$ cat src/rtl/apq_ram.sv
module apq_ram #(
  parameter int unsigned Width = 16,
  parameter int unsigned Depth = 256,
  localparam int unsigned AddrW = $clog2(Depth)
) (
  input  logic             clk_i,
  input  logic             we_i,
  input  logic [AddrW-1:0] waddr_i,
  input  logic [Width-1:0] wdata_i,
  input  logic             re_i,
  input  logic [AddrW-1:0] raddr_i,
  output logic [Width-1:0] rdata_o
);

  logic [Width-1:0] mem_q [Depth];
  logic [Width-1:0] rdata_q;

  always_ff @(posedge clk_i) begin
    if (we_i) begin
      mem_q[waddr_i] <= wdata_i;
    end
    if (re_i) begin
      rdata_q <= mem_q[raddr_i];
    end
  end

  assign rdata_o = rdata_q;

endmodule

$ cat config.mk
export PLATFORM = sky130hd
export DESIGN_NAME = apq_ram
export DESIGN_NICKNAME = d
export VERILOG_FILES = /design/src/rtl/apq_ram.sv
export SDC_FILE = /design/constraint.sdc
export NUM_CORES = 2
export LEC_CHECK = 0
export BUFFER_PORTS_ARGS = -buffer_cell sky130_fd_sc_hd__clkbuf_2
export CAP_MARGIN = 40
export CORE_UTILIZATION = 45
export CTS_CLUSTER_DIAMETER = 30
export DETAILED_ROUTE_END_ITERATION = 16
export PLACE_DENSITY = 0.62
export SYNTH_ARGS = -nofsm -noshare
export SYNTH_HDL_FRONTEND = slang
export SYNTH_SLANG_ARGS = --single-unit
export TNS_END_PERCENT = 10
$ cat constraint.sdc
create_clock -name clk_i -period 4.53 [get_ports clk_i]
set_input_delay 0.2265 -clock clk_i [delete_from_list [all_inputs] [get_ports clk_i]]
set_output_delay 0.2265 -clock clk_i [all_outputs]
set_load 0.02 [all_outputs]
* After elaboration in Yosys (flattened, before gate mapping) *
Memories as Yosys holds them, arrays and structs flattened. A register that Yosys moved wholly into a read port is not among the register bits.
Index checks and enable logic that the tools add are counted.

cells by class
  add/sub/neg operators = 0
  bitwise operators = 0
  $mul = 0
  reduce and logical (&&, ||, !) cells = 0
  mux-type cells = 2
  equality and inequality tests = 0
  shifts and indexed selects = 0
  divide/modulo/power cells = 0
  order comparisons = 0

operator list
  cell              number
  1-bit 2-to-1 mux  2

storage, ports and cells
  latch bits = 0
  output and inout bits = 16
  register bits = 0
  bits in read-only memories = 0
  memories = 1
  bits in writable memories = 4096
  input port bits = 35

memories
  name   words  width  read ports  clocked after Yosys merged registers in  write ports  line  RTL
  mem_q  256    16     1           1                                        1            15    logic [Width-1:0] mem_q [Depth];

* Longest topological paths before layout *
  depth in word-level cells = 2
  depth in mapped cells = 12

* Least setup slack after synthesis *
Ideal clock, no wire load.

  kind = input -> register
  start point = input raddr_i[0]
  end point = register rdata_q[4], in the netlist rdata_o[4], read port of mem_q, data pin
  stages = 8
  buffers on the path = 3
  required time = 4.265 ns
  arrival = 2.210 ns
  slack = 2.055 ns
  library setup time = 0.265 ns
  path through = buf_6 -> buf_6 -> buf_2 -> mux4_2 -> mux4_2 -> a22o_1 -> o32ai_2 -> nor4_2

RTL lines
  what             line  RTL
  start, declared  11    input logic [AddrW-1:0] raddr_i,
  end, declared    16    logic [Width-1:0] rdata_q;

==> run_results.csv <==
group,metric,value,unit
status,status,"finished, final reports clean",
sta,fmax,309,MHz
finish,fill_cells,25800,
synthesis,synth_seq_cells,4112,
placement,place_inst,12100,
clocking,h-tree-depth,6,
global_routing,grt_remaining_overflow,0,
clocking,cts_max_path_buffers,4,
synthesis,syn_nets,7395,
global_routing,grt_pass1_wl,618000,um
min_path,hold_depth,2,
synthesis,yosys_warnings,0,
clocking,hold_buffers,23,
clocking,cts_tree,"built",
placement,place_congestion,0.898,
global_routing,antenna_found_initial,30,
synthesis,synthCells,7360,
global_routing,grt_max_degree,160,
global_routing,grt_pass1_vias,83200,
sta,fin_setup_tns,0,ps
global_routing,grt_util_all_layers,0.243,
sta,slew-limit-headroom,0.0755,
sta,tightestPinTransition,1390,ps
synthesis,synth_fa_ha_area_frac,0,
drt,num_vias,82600,
sta,fin_skew,69.0,ps
die,rows,217,
sta,finalHoldViolCount,0,
sta,fin_crit_sh,0.714,
die,die_w,596,um
placement,io_buffers,50,
setup_path,worstPathArrival,4030,ps
clocking,insertion_delay,1070,ps
drt,drt_iter0_markers,10500,
synthesis,muxShareOfSynthArea,0.155,
die,dieArea,355000,um2
drt,ant_nets,0,
setup_path,path_max_fanout,1,
clocking,cts.sinks,4112,
clocking,root_buffer,"clkbuf_16",
synthesis,synth_cell_types,51,
drt,wl,434000,um
synthesis,synth_xor_area_frac,0,
power_and_ir_drop,peakVddDrop,0.432,mV
synthesis,synth_async_sr_flop_share,0,
sta,rsz0062_at_grt,"false",
finish,final_nets,8315,
clocking,ctsResizeCount,0,
die,initial_core_util,0.454,
synthesis,ys_seq_area_frac,0.777,
finish,multi_input_comb_area,33000,um2
die,ios,51,
drt,drc,0,
setup_path,required,5330,ps
power_and_ir_drop,p_per_area,527,nW/um2
finish,syn_to_final_growth,22.0,%
finish,drive_gt1_frac,0.314,
sta,drv_slew,0,
setup_path,end_kind,"flip-flop",
setup_path,worstSetupPathType,"reg2reg",
placement,place_ws,547,ps
synthesis,syn_area,159000,um2
synthesis,synth_compound_area_frac,0.0353,
synthesis,synth_top_family_by_area,"multiplexers",
min_path,hold_path_class,"in2reg",
synthesis,synth-edff-count,4112,
sta,final-setup-viol-count,0,
die,die_h,596,um
synthesis,yosys.area_share.simple,0.0157,
finish,fin_cells,13500,
clocking,cts_buffers,744,
drt,avgRoutedWirePerCell,32.1,um
clocking,post_cts.repair.setup_buffers,0,
setup_path,r2r_cells,8,
placement,hpwl,257000,um
synthesis,synthFlopType,"edfxtp_1",
power_and_ir_drop,p_leak,63.5,nW
synthesis,syn_avg_cell_area,21.6,um2
clocking,cts.reportedPaths.clkPinSlew,50,ps
finish,finish.utilization,0.553,
die,coreArea,350000,um2
sta,fin_crit,3230,ps
sta,holdWs,88.0,ps
drt,vias_per_cell,6.11,
setup_path,worstSetupStartpointType,"flip-flop",
sta,worst_slack,1300,ps
flow_run,timing.max_cap.violations,0,
drt,first_pass_iters,6,
finish,regArea,123000,um2
-- where the power goes --
group          switching [mW]  internal [mW]  leakage, nW
registers              0.0780           42.1         37.0
logic                    2.62           1.37         14.1
clock network            19.6           36.3         12.4
total                    22.3           79.8         63.5
-- metal layers --
layer / routed length (um) / share of wire / GRT usage
met5: 90 / 0.00021 / 0
met4: 16300 / 0.037 / 0.0882
met3: 41200 / 0.095 / 0.0536
met2: 207000 / 0.48 / 0.384
met1: 170000 / 0.39 / 0.333
-- cells in the final DEF (no fill, tap or decap), drive strengths merged, types with 148 or more instances in the layout --
| cell | n |
|---|---|
| buf | 572 |
| nor2 | 304 |
| clkbuf | 846 |
| a21oi | 175 |
| o221ai | 253 |
| o22ai | 148 |
| mux4 | 797 |
| mux2i | 565 |
| edfxtp | 4112 |
| clkinv | 318 |
-- area by class of cell --
type	instances	share of cell area
multi-input combinational	2792	0.170
tap	4599	0.0297
clock inverter	566	0.0351
sequential	4112	0.637
timing repair buffer	626	0.0296
antenna	17	0.000220
inverter	4	0.000142
clock buffer	816	0.0978
-- Yosys cell counts (16+ instances only) --
library cell	instances	area, um2
buf_1	27	101
a22oi_1	43	323
buf_2	76	380
nor3_1	92	460
mux4_2	797	17900
o221ai_1	252	2210
o31ai_1	16	120
o21ai_0	37	185
nand2_1	38	143
mux2i_1	565	5660
nand4_1	26	163
a21oi_1	175	876
a221oi_1	28	245
nand3_1	35	175
a22o_1	32	280
clkbuf_1	230	863
buf_6	77	867
nor2_1	304	1140
o22ai_1	148	926
nor4_1	17	106
edfxtp_1	4112	123000
buf_4	26	195
o32ai_1	20	175
mux2_2	88	991
a211oi_1	18	135
-- critical path, cell delays in order, from the launching register on --
cell and delay, ps:
edfxtp_1 360, mux4_2 490, mux2_2 300, a22oi_1 440, nand2_1 240, o32ai_1 690
buf_4 260, nor4_1 70, buf_4 140
-- per-stage QoR --
step | area, um2 | power, mW
global route | 194000 | 105
global placement | 167000 | 46.7
floorplan | 159000 | 44.9
finish | 194000 | 102
detailed placement | 168000 | 46.8
CTS | 194000 | 103
-- path summary, 6_finish.rpt --
path	startpoint	endpoint	slack (ps)
min reg2reg	mem_q[94][7]$_DFFE_PP_	rdata_o[7]$_DFFE_PP_	1250
min	wdata_i[11]	mem_q[251][11]$_DFFE_PP_	90
max	mem_q[10][9]$_DFFE_PP_	rdata_o[9]$_DFFE_PP_	1300
max reg2reg	mem_q[10][9]$_DFFE_PP_	rdata_o[9]$_DFFE_PP_	1300
-- registers in the layout (all words and copies together), names as in the netlist --
signal,cells
rdata_o,16
mem_q,4096
-- logic make-up (layout without fill, tap and decap cells) --
logic type	Yosys count	after routing
flip-flops	4112	4112
AO/OA/AOI/OAI	786	786
multiplexers	1450	1450
other	0	17
AND/OR/NAND/NOR	556	556
buffers and inverters	456	2012
No activity file was read; power rests on OpenSTA's default activity.
