File: config.mk
export PLATFORM = sky130hd
export DESIGN_NAME = apq_dist
export DESIGN_NICKNAME = d
export VERILOG_FILES = /design/src/rtl/apq_pkg.sv /design/src/rtl/apq_dist.sv
export SDC_FILE = /design/constraint.sdc
export NUM_CORES = 1
export LEC_CHECK = 0
export ABC_AREA = 1
export ABC_CLOCK_PERIOD_IN_PS = 4350
export BUFFER_PORTS_ARGS = -buffer_cell sky130_fd_sc_hd__buf_2
export CAP_MARGIN = 20
export CORE_ASPECT_RATIO = 0.8
export CORE_MARGIN = 5
export CORE_UTILIZATION = 60
export DETAILED_ROUTE_END_ITERATION = 12
export GPL_TIMING_DRIVEN = 0
export PLACE_DENSITY = 0.92
export SLEW_MARGIN = 15
export SYNTH_ARGS = -nofsm -noshare
export SYNTH_HDL_FRONTEND = slang
export SYNTH_SLANG_ARGS = --single-unit
File: constraint.sdc
create_clock -name vclk -period 4.35
set_clock_uncertainty 0.2 [all_clocks]
set_input_delay 0.2175 -clock vclk [all_inputs]
set_output_delay 0.2175 -clock vclk [all_outputs]
set_load 0.01 [all_outputs]
File: src/rtl/apq_pkg.sv
package apq_pkg;

  localparam int unsigned PIXEL_CAPACITY = 4096;
  localparam int unsigned PALETTE_DEPTH  = 256;
  localparam int unsigned REPLACE_WINDOW = 16;

  localparam int unsigned PIX_AW = $clog2(PIXEL_CAPACITY);
  localparam int unsigned PAL_AW = $clog2(PALETTE_DEPTH);
  localparam int unsigned CNT_W  = $clog2(PIXEL_CAPACITY + 1);
  localparam int unsigned SCAN_W = PAL_AW + 1;
  // max L1 distance is 3 * 255 = 765
  localparam int unsigned DIST_W = 10;

  localparam logic [15:0] MATCH_MASK = 16'hf7de;

  localparam logic RK_WORD  = 1'b0;
  localparam logic RK_INDEX = 1'b1;

  typedef enum logic [1:0] {
    OP_LOAD    = 2'd0,
    OP_READ    = 2'd1,
    OP_QUANT   = 2'd2,
    OP_RESTART = 2'd3
  } op_e;

  typedef struct packed {
    op_e         op;
    logic [7:0]  red;
    logic [7:0]  green;
    logic [7:0]  blue;
    logic [7:0]  palette_slot;
    logic [11:0] pixel_address;
  } in_t;

  typedef struct packed {
    logic        result_kind;
    logic [15:0] palette_color;
    logic [7:0]  color_index;
  } out_t;

  // 3-3-2 derived start palette
  function automatic logic [15:0] pal_init(input logic [7:0] idx);
    return {idx[7:5], 2'b00, idx[4:2], 3'b000, idx[1:0], 3'b000};
  endfunction

endpackage

File: src/rtl/apq_dist.sv
module apq_dist (
  input  logic [15:0]                target_i,
  input  logic [15:0]                entry_i,
  output logic [apq_pkg::DIST_W-1:0] dist_o
);
  import apq_pkg::*;

  function automatic logic [7:0] exp5(input logic [4:0] v);
    return (v == 5'd31) ? 8'd255 : {v, 3'b000};
  endfunction

  function automatic logic [7:0] exp6(input logic [5:0] v);
    return (v == 6'd63) ? 8'd255 : {v, 2'b00};
  endfunction

  function automatic logic [7:0] absdiff(input logic [7:0] a, input logic [7:0] b);
    return (a > b) ? (a - b) : (b - a);
  endfunction

  logic [7:0] dr, dg, db;

  assign dr = absdiff(exp5(target_i[15:11]), exp5(entry_i[15:11]));
  assign dg = absdiff(exp6(target_i[10:5]),  exp6(entry_i[10:5]));
  assign db = absdiff(exp5(target_i[4:0]),   exp5(entry_i[4:0]));

  assign dist_o = DIST_W'(dr) + DIST_W'(dg) + DIST_W'(db);

endmodule
---- Word-level counts from Yosys, hierarchy flattened ----
Index checks and enable logic that the tools add are counted.
word-level totals
  bits in writable memories ............... 0
  input port bits ......................... 32
  bits in latches ......................... 0
  output and inout bits ................... 10
  bits in registers ....................... 0
  memories kept ........................... 0
  logic and storage cells ................. 26
  bits in read-only memories .............. 0
operators by class
  multipliers ............................. 0
  div/mod/pow operators ................... 0
  equal/unequal tests ..................... 6
  multiplexer cells ....................... 9
  reductions and logical operators ........ 0
  bitwise operators ....................... 0
  order comparisons ....................... 3
  shift-type cells ........................ 0
  add/subtract/negate cells ............... 8
operators by type and width
  kind                  count
  $mux W8               9
  $sub A8 B8 Y8         6
  $gt A8 B8 Y1          3
  $eq A5 B5 Y1 const B  4
  $eq A6 B6 Y1 const B  2
  $add A9 B8 Y10        1
  $add A8 B8 Y9         1

---- Longest topological paths before layout ----
  word-level depth ........................ 6
  depth in mapped cells ................... 24
  gate-level depth less buffers ........... 23

---- Worst setup path after synthesis ----
No wires, ideal clock.
  path kind ............................... input-to-output
  from .................................... input port target_i[11]
  to ...................................... output port dist_o[9] in the netlist's numbering
  data arrival time ....................... 3437 ps
  data required time ...................... 3933 ps
  setup slack ............................. 495 ps
  path buffers ............................ 0
  stages .................................. 21
  cells stage by stage .................... inv_1 nor3_1 and3_1 inv_1 ha_1 nand2_1 nor2_1 o21ai_2 nand2_1 nand2_4 o21ai_1 fa_1 inv_1 ha_1 inv_1 fa_1 o21ai_0 nand2_1 nand2_1 nand2_1 a21oi_1
between the ends
  cells in the longest elaborated chain, start to end .. 6
  elaborated cells on any way between the ends .. 8
  classes of those cells .................. 4 x add/sub; 1 x order compare; 1 x eq/ne; 2 x mux
RTL lines
  what                                                  RTL line        source
  start, declared                                       apq_dist.sv:2   input logic [15:0] target_i,
  $eq A5 B5 Y1                                          apq_dist.sv:9   return (v == 5'd31) ? 8'd255 : {v, 3'b000};
  $mux W8 *                                             apq_dist.sv:9
  $sub A8 B8 Y8 / $gt A8 B8 Y1 (equally long branches)  apq_dist.sv:17  return (a > b) ? (a - b) : (b - a);
  $mux W8 *                                             apq_dist.sv:17
  $add A8 B8 Y9 *                                       apq_dist.sv:26  assign dist_o = DIST_W'(dr) + DIST_W'(dg) + DIST_W'(db);
  $add A9 B8 Y10 *                                      apq_dist.sv:26
  end, declared                                         apq_dist.sv:4   output logic [apq_pkg::DIST_W-1:0] dist_o
Every way passes the cells marked *; elsewhere a longest branch is shown, timed or not.

---- Worst setup path after layout ----
Ends and elaborated chain as after synthesis.

==> impl_metrics.yaml <==
timing:
  max_freq_mhz: 238
  setup_ws_ns: 0.153
  min_period_ns: 4.20
  relSlewSlack: 0.741
  tns_ns: 0
  worst_pin_slew_ns: 0.385
  hold_viol: 0
  period_share: 0.965
  finalMaxSlewViolations: 0
  setup_violations: 0
  holdWs_ns: 1.19
critical_path:
  max_stage_delay_ns: 0.48
  crit_path_top_delay_cell: "fa_1"
  end_kind: "primary output"
  critPathKind: "in -> out"
  crit_path_start: "target_i[11]"
  cp_cell_sequence: "buf_2 > inv_1 > nor3_1 > and3_1 > inv_1 > ha_1 > nand2_1 > nor2_2 > o21ai_2 > nand2_1 > nand2_4 > nand2_1 > o21ai_4 > fa_1 > inv_1 > ha_1 > inv_1 > fa_2 > o21ai_2 > nand2_1 > nand2_1 > nand2_1 > a21oi_1 > buf_2"
  critPathBufInv: 6
  cp.required_ns: 3.93
  cp_num_cells: 24
  crit_top_cell: "nand2_1"
  path_delay_family: "adder cells"
  worstPathArrival_ns: 3.78
  endpoint: "dist_o[9]"
  start_kind: "primary input"
  cp_max_fo: 7
synthesis:
  yosys-top-cells-count: "nand2_1 (165), inv_1 (125), ha_1 (48)"
  avgSynthCellArea_um2: 5.55
  syn_area_um2: 2890
  synth.most_common_cell: "nand2_1"
  synth-seq-area-share: 0
  yosysUniqueCellTypes: 31
  syn_nets: 609
  synth_area_leaders: "nand2_1 (21%), ha_1 (21%), inv_1 (16%), fa_1 (6.2%), xor2_1 (4.2%)"
  synth_cells: 520
  synth_top_area_share: 0.214
  yosysWarnings: 0
  yosysTopAreaCell: "nand2_1"
cells_and_area:
  seq_area_um2: 0
  area_delta_synth_final_pct: 14.2
  diodes: 0
  final_layout_size_suffix_gt1_frac: 0.156
  nNetsFinal: 660
  fin_area_um2: 3300
  nFlopsAndLatches: 0
  nClkBuffers: 0
  fin_util: 0.713
global_routing:
  grt_pass1_wl_um: 11700
  grt_max_degree: 11
  grt_pass1_vias: 2773
  overflow: 0
  grt_antenna_before_repair: 0
  grt_use_total: 0.217
placed_design:
  dp_hpwl_um: 6040
  io_buffers: 42
  post-place-ws_ns: -0.265
  gp_congestion: 0.914
  place_area_um2: 3170
power_and_ir_drop:
  switching_power_uw: 567
  peakVddDrop_mv: 0.728
  p_per_area_nw_per_um2: 291
  clockPowerShare: 0
  p_leak_uw: 0.00208
  p_sw_frac: 0.591
  internal_power_uw: 392
  seqPwrFrac: 0
  combPwrFrac: 1.000
floorplan:
  dieArea_um2: 6310
  die_width_um: 87.6
  initial_core_util: 0.624
  core_area_um2: 4620
  row_count: 22
  io_pins: 42
  fp.dieH_um: 72.1
detailed_routing:
  num_vias: 3136
  drt-initial-drc-count: 301
  drc: 0
  drt_first_pass_iters: 5
  drt-total-wl_um: 7090
  post_drt_via_cell_ratio: 4.99
  ant_nets: 0
  wl_per_cell_um: 11.3
hold_path:
  hp-class: "in -> out"
outcome:
  outcome: "finished clean"
job:
  drv_cap: 0
[through the flow]
step | instances | total power [µW]
2_1_floorplan | 520 | 666
3_3_place_gp | 622 | 878
3_5_place_dp | 622 | 913
4_1_cts | 622 | 920
5_1_grt | 629 | 1080
6_report | 629 | 959
[routing by layer]
| metal | part of all wire | track usage | vias up |
|---|---|---|---|
| met5 | 0 | 0 | - |
| met4 | 0.012 | 0.0256 | 0 |
| met1 | 0.45 | 0.310 | 1375 |
| met3 | 0.069 | 0.0102 | 10 |
| met2 | 0.47 | 0.372 | 118 |
| li1 | - | - | 1633 |
[power groups by stage]
stage	Sequential, µW	Clock, µW	Combinational (µW)
final	0	0	959
after global placement	0	0	878
after global routing	0	0	1080
after CTS	0	0	920
after detailed placement	0	0	913
after floorplan	0	0	666
[worst min-delay path by stage]
stage	startpoint	to	slack (ns)	cells past startpoint
after floorplan	entry_i[0]	dist_o[0]	0.86	5
after global placement	entry_i[4]	dist_o[0]	1.16	7
after detailed placement	entry_i[0]	dist_o[0]	1.17	7
after CTS	entry_i[0]	dist_o[0]	1.16	7
after global routing	entry_i[12]	dist_o[0]	1.26	7
final	entry_i[15]	dist_o[0]	1.19	7
[layout make-up]
class / count / area [µm²]
inverters: 126 / 475
fillers: 381 / 1330
repair buffers: 49 / 263
plain buffers: 35 / 163
well taps: 60 / 75.1
multi-input cells: 359 / 2320
[cell usage in the layout (no fill, tap or decap), types with 2 or more instances in the layout]
cell and n:
nor2_1 13, nand2_2 8, ha_1 48, clkbuf_1 29
a21boi_1 2, xor2_1 14, inv_1 125, nor2_2 3
nand3_2 3, o21ai_2 6, nand3_1 23, fa_1 8
nor4_2 2, o21ai_1 7, buf_4 9, buf_6 3
nand2_4 3, and3_1 2, buf_2 43, nand4_1 9
o21ai_0 2, nand2_1 164, o21ai_4 2, xnor2_1 6
a21oi_1 23
[kinds of logic after synthesis]
logic type / count (synthesis) / synth area share
AND/OR/NAND/NOR: 237 / 0.359
buffers and inverters: 161 / 0.221
adder cells (fa/ha/maj): 57 / 0.270
AO/OA/AOI/OAI: 45 / 0.0893
XOR/XNOR: 20 / 0.0607
[what timing repair did]
item	4_1_cts	5_1_grt
buffers inserted	0	7
pin swaps	0	5
setup endpoints to repair	3	2
hold buffers	0	0
resized for setup	5	10
No activity file was read; power rests on OpenSTA's default activity.
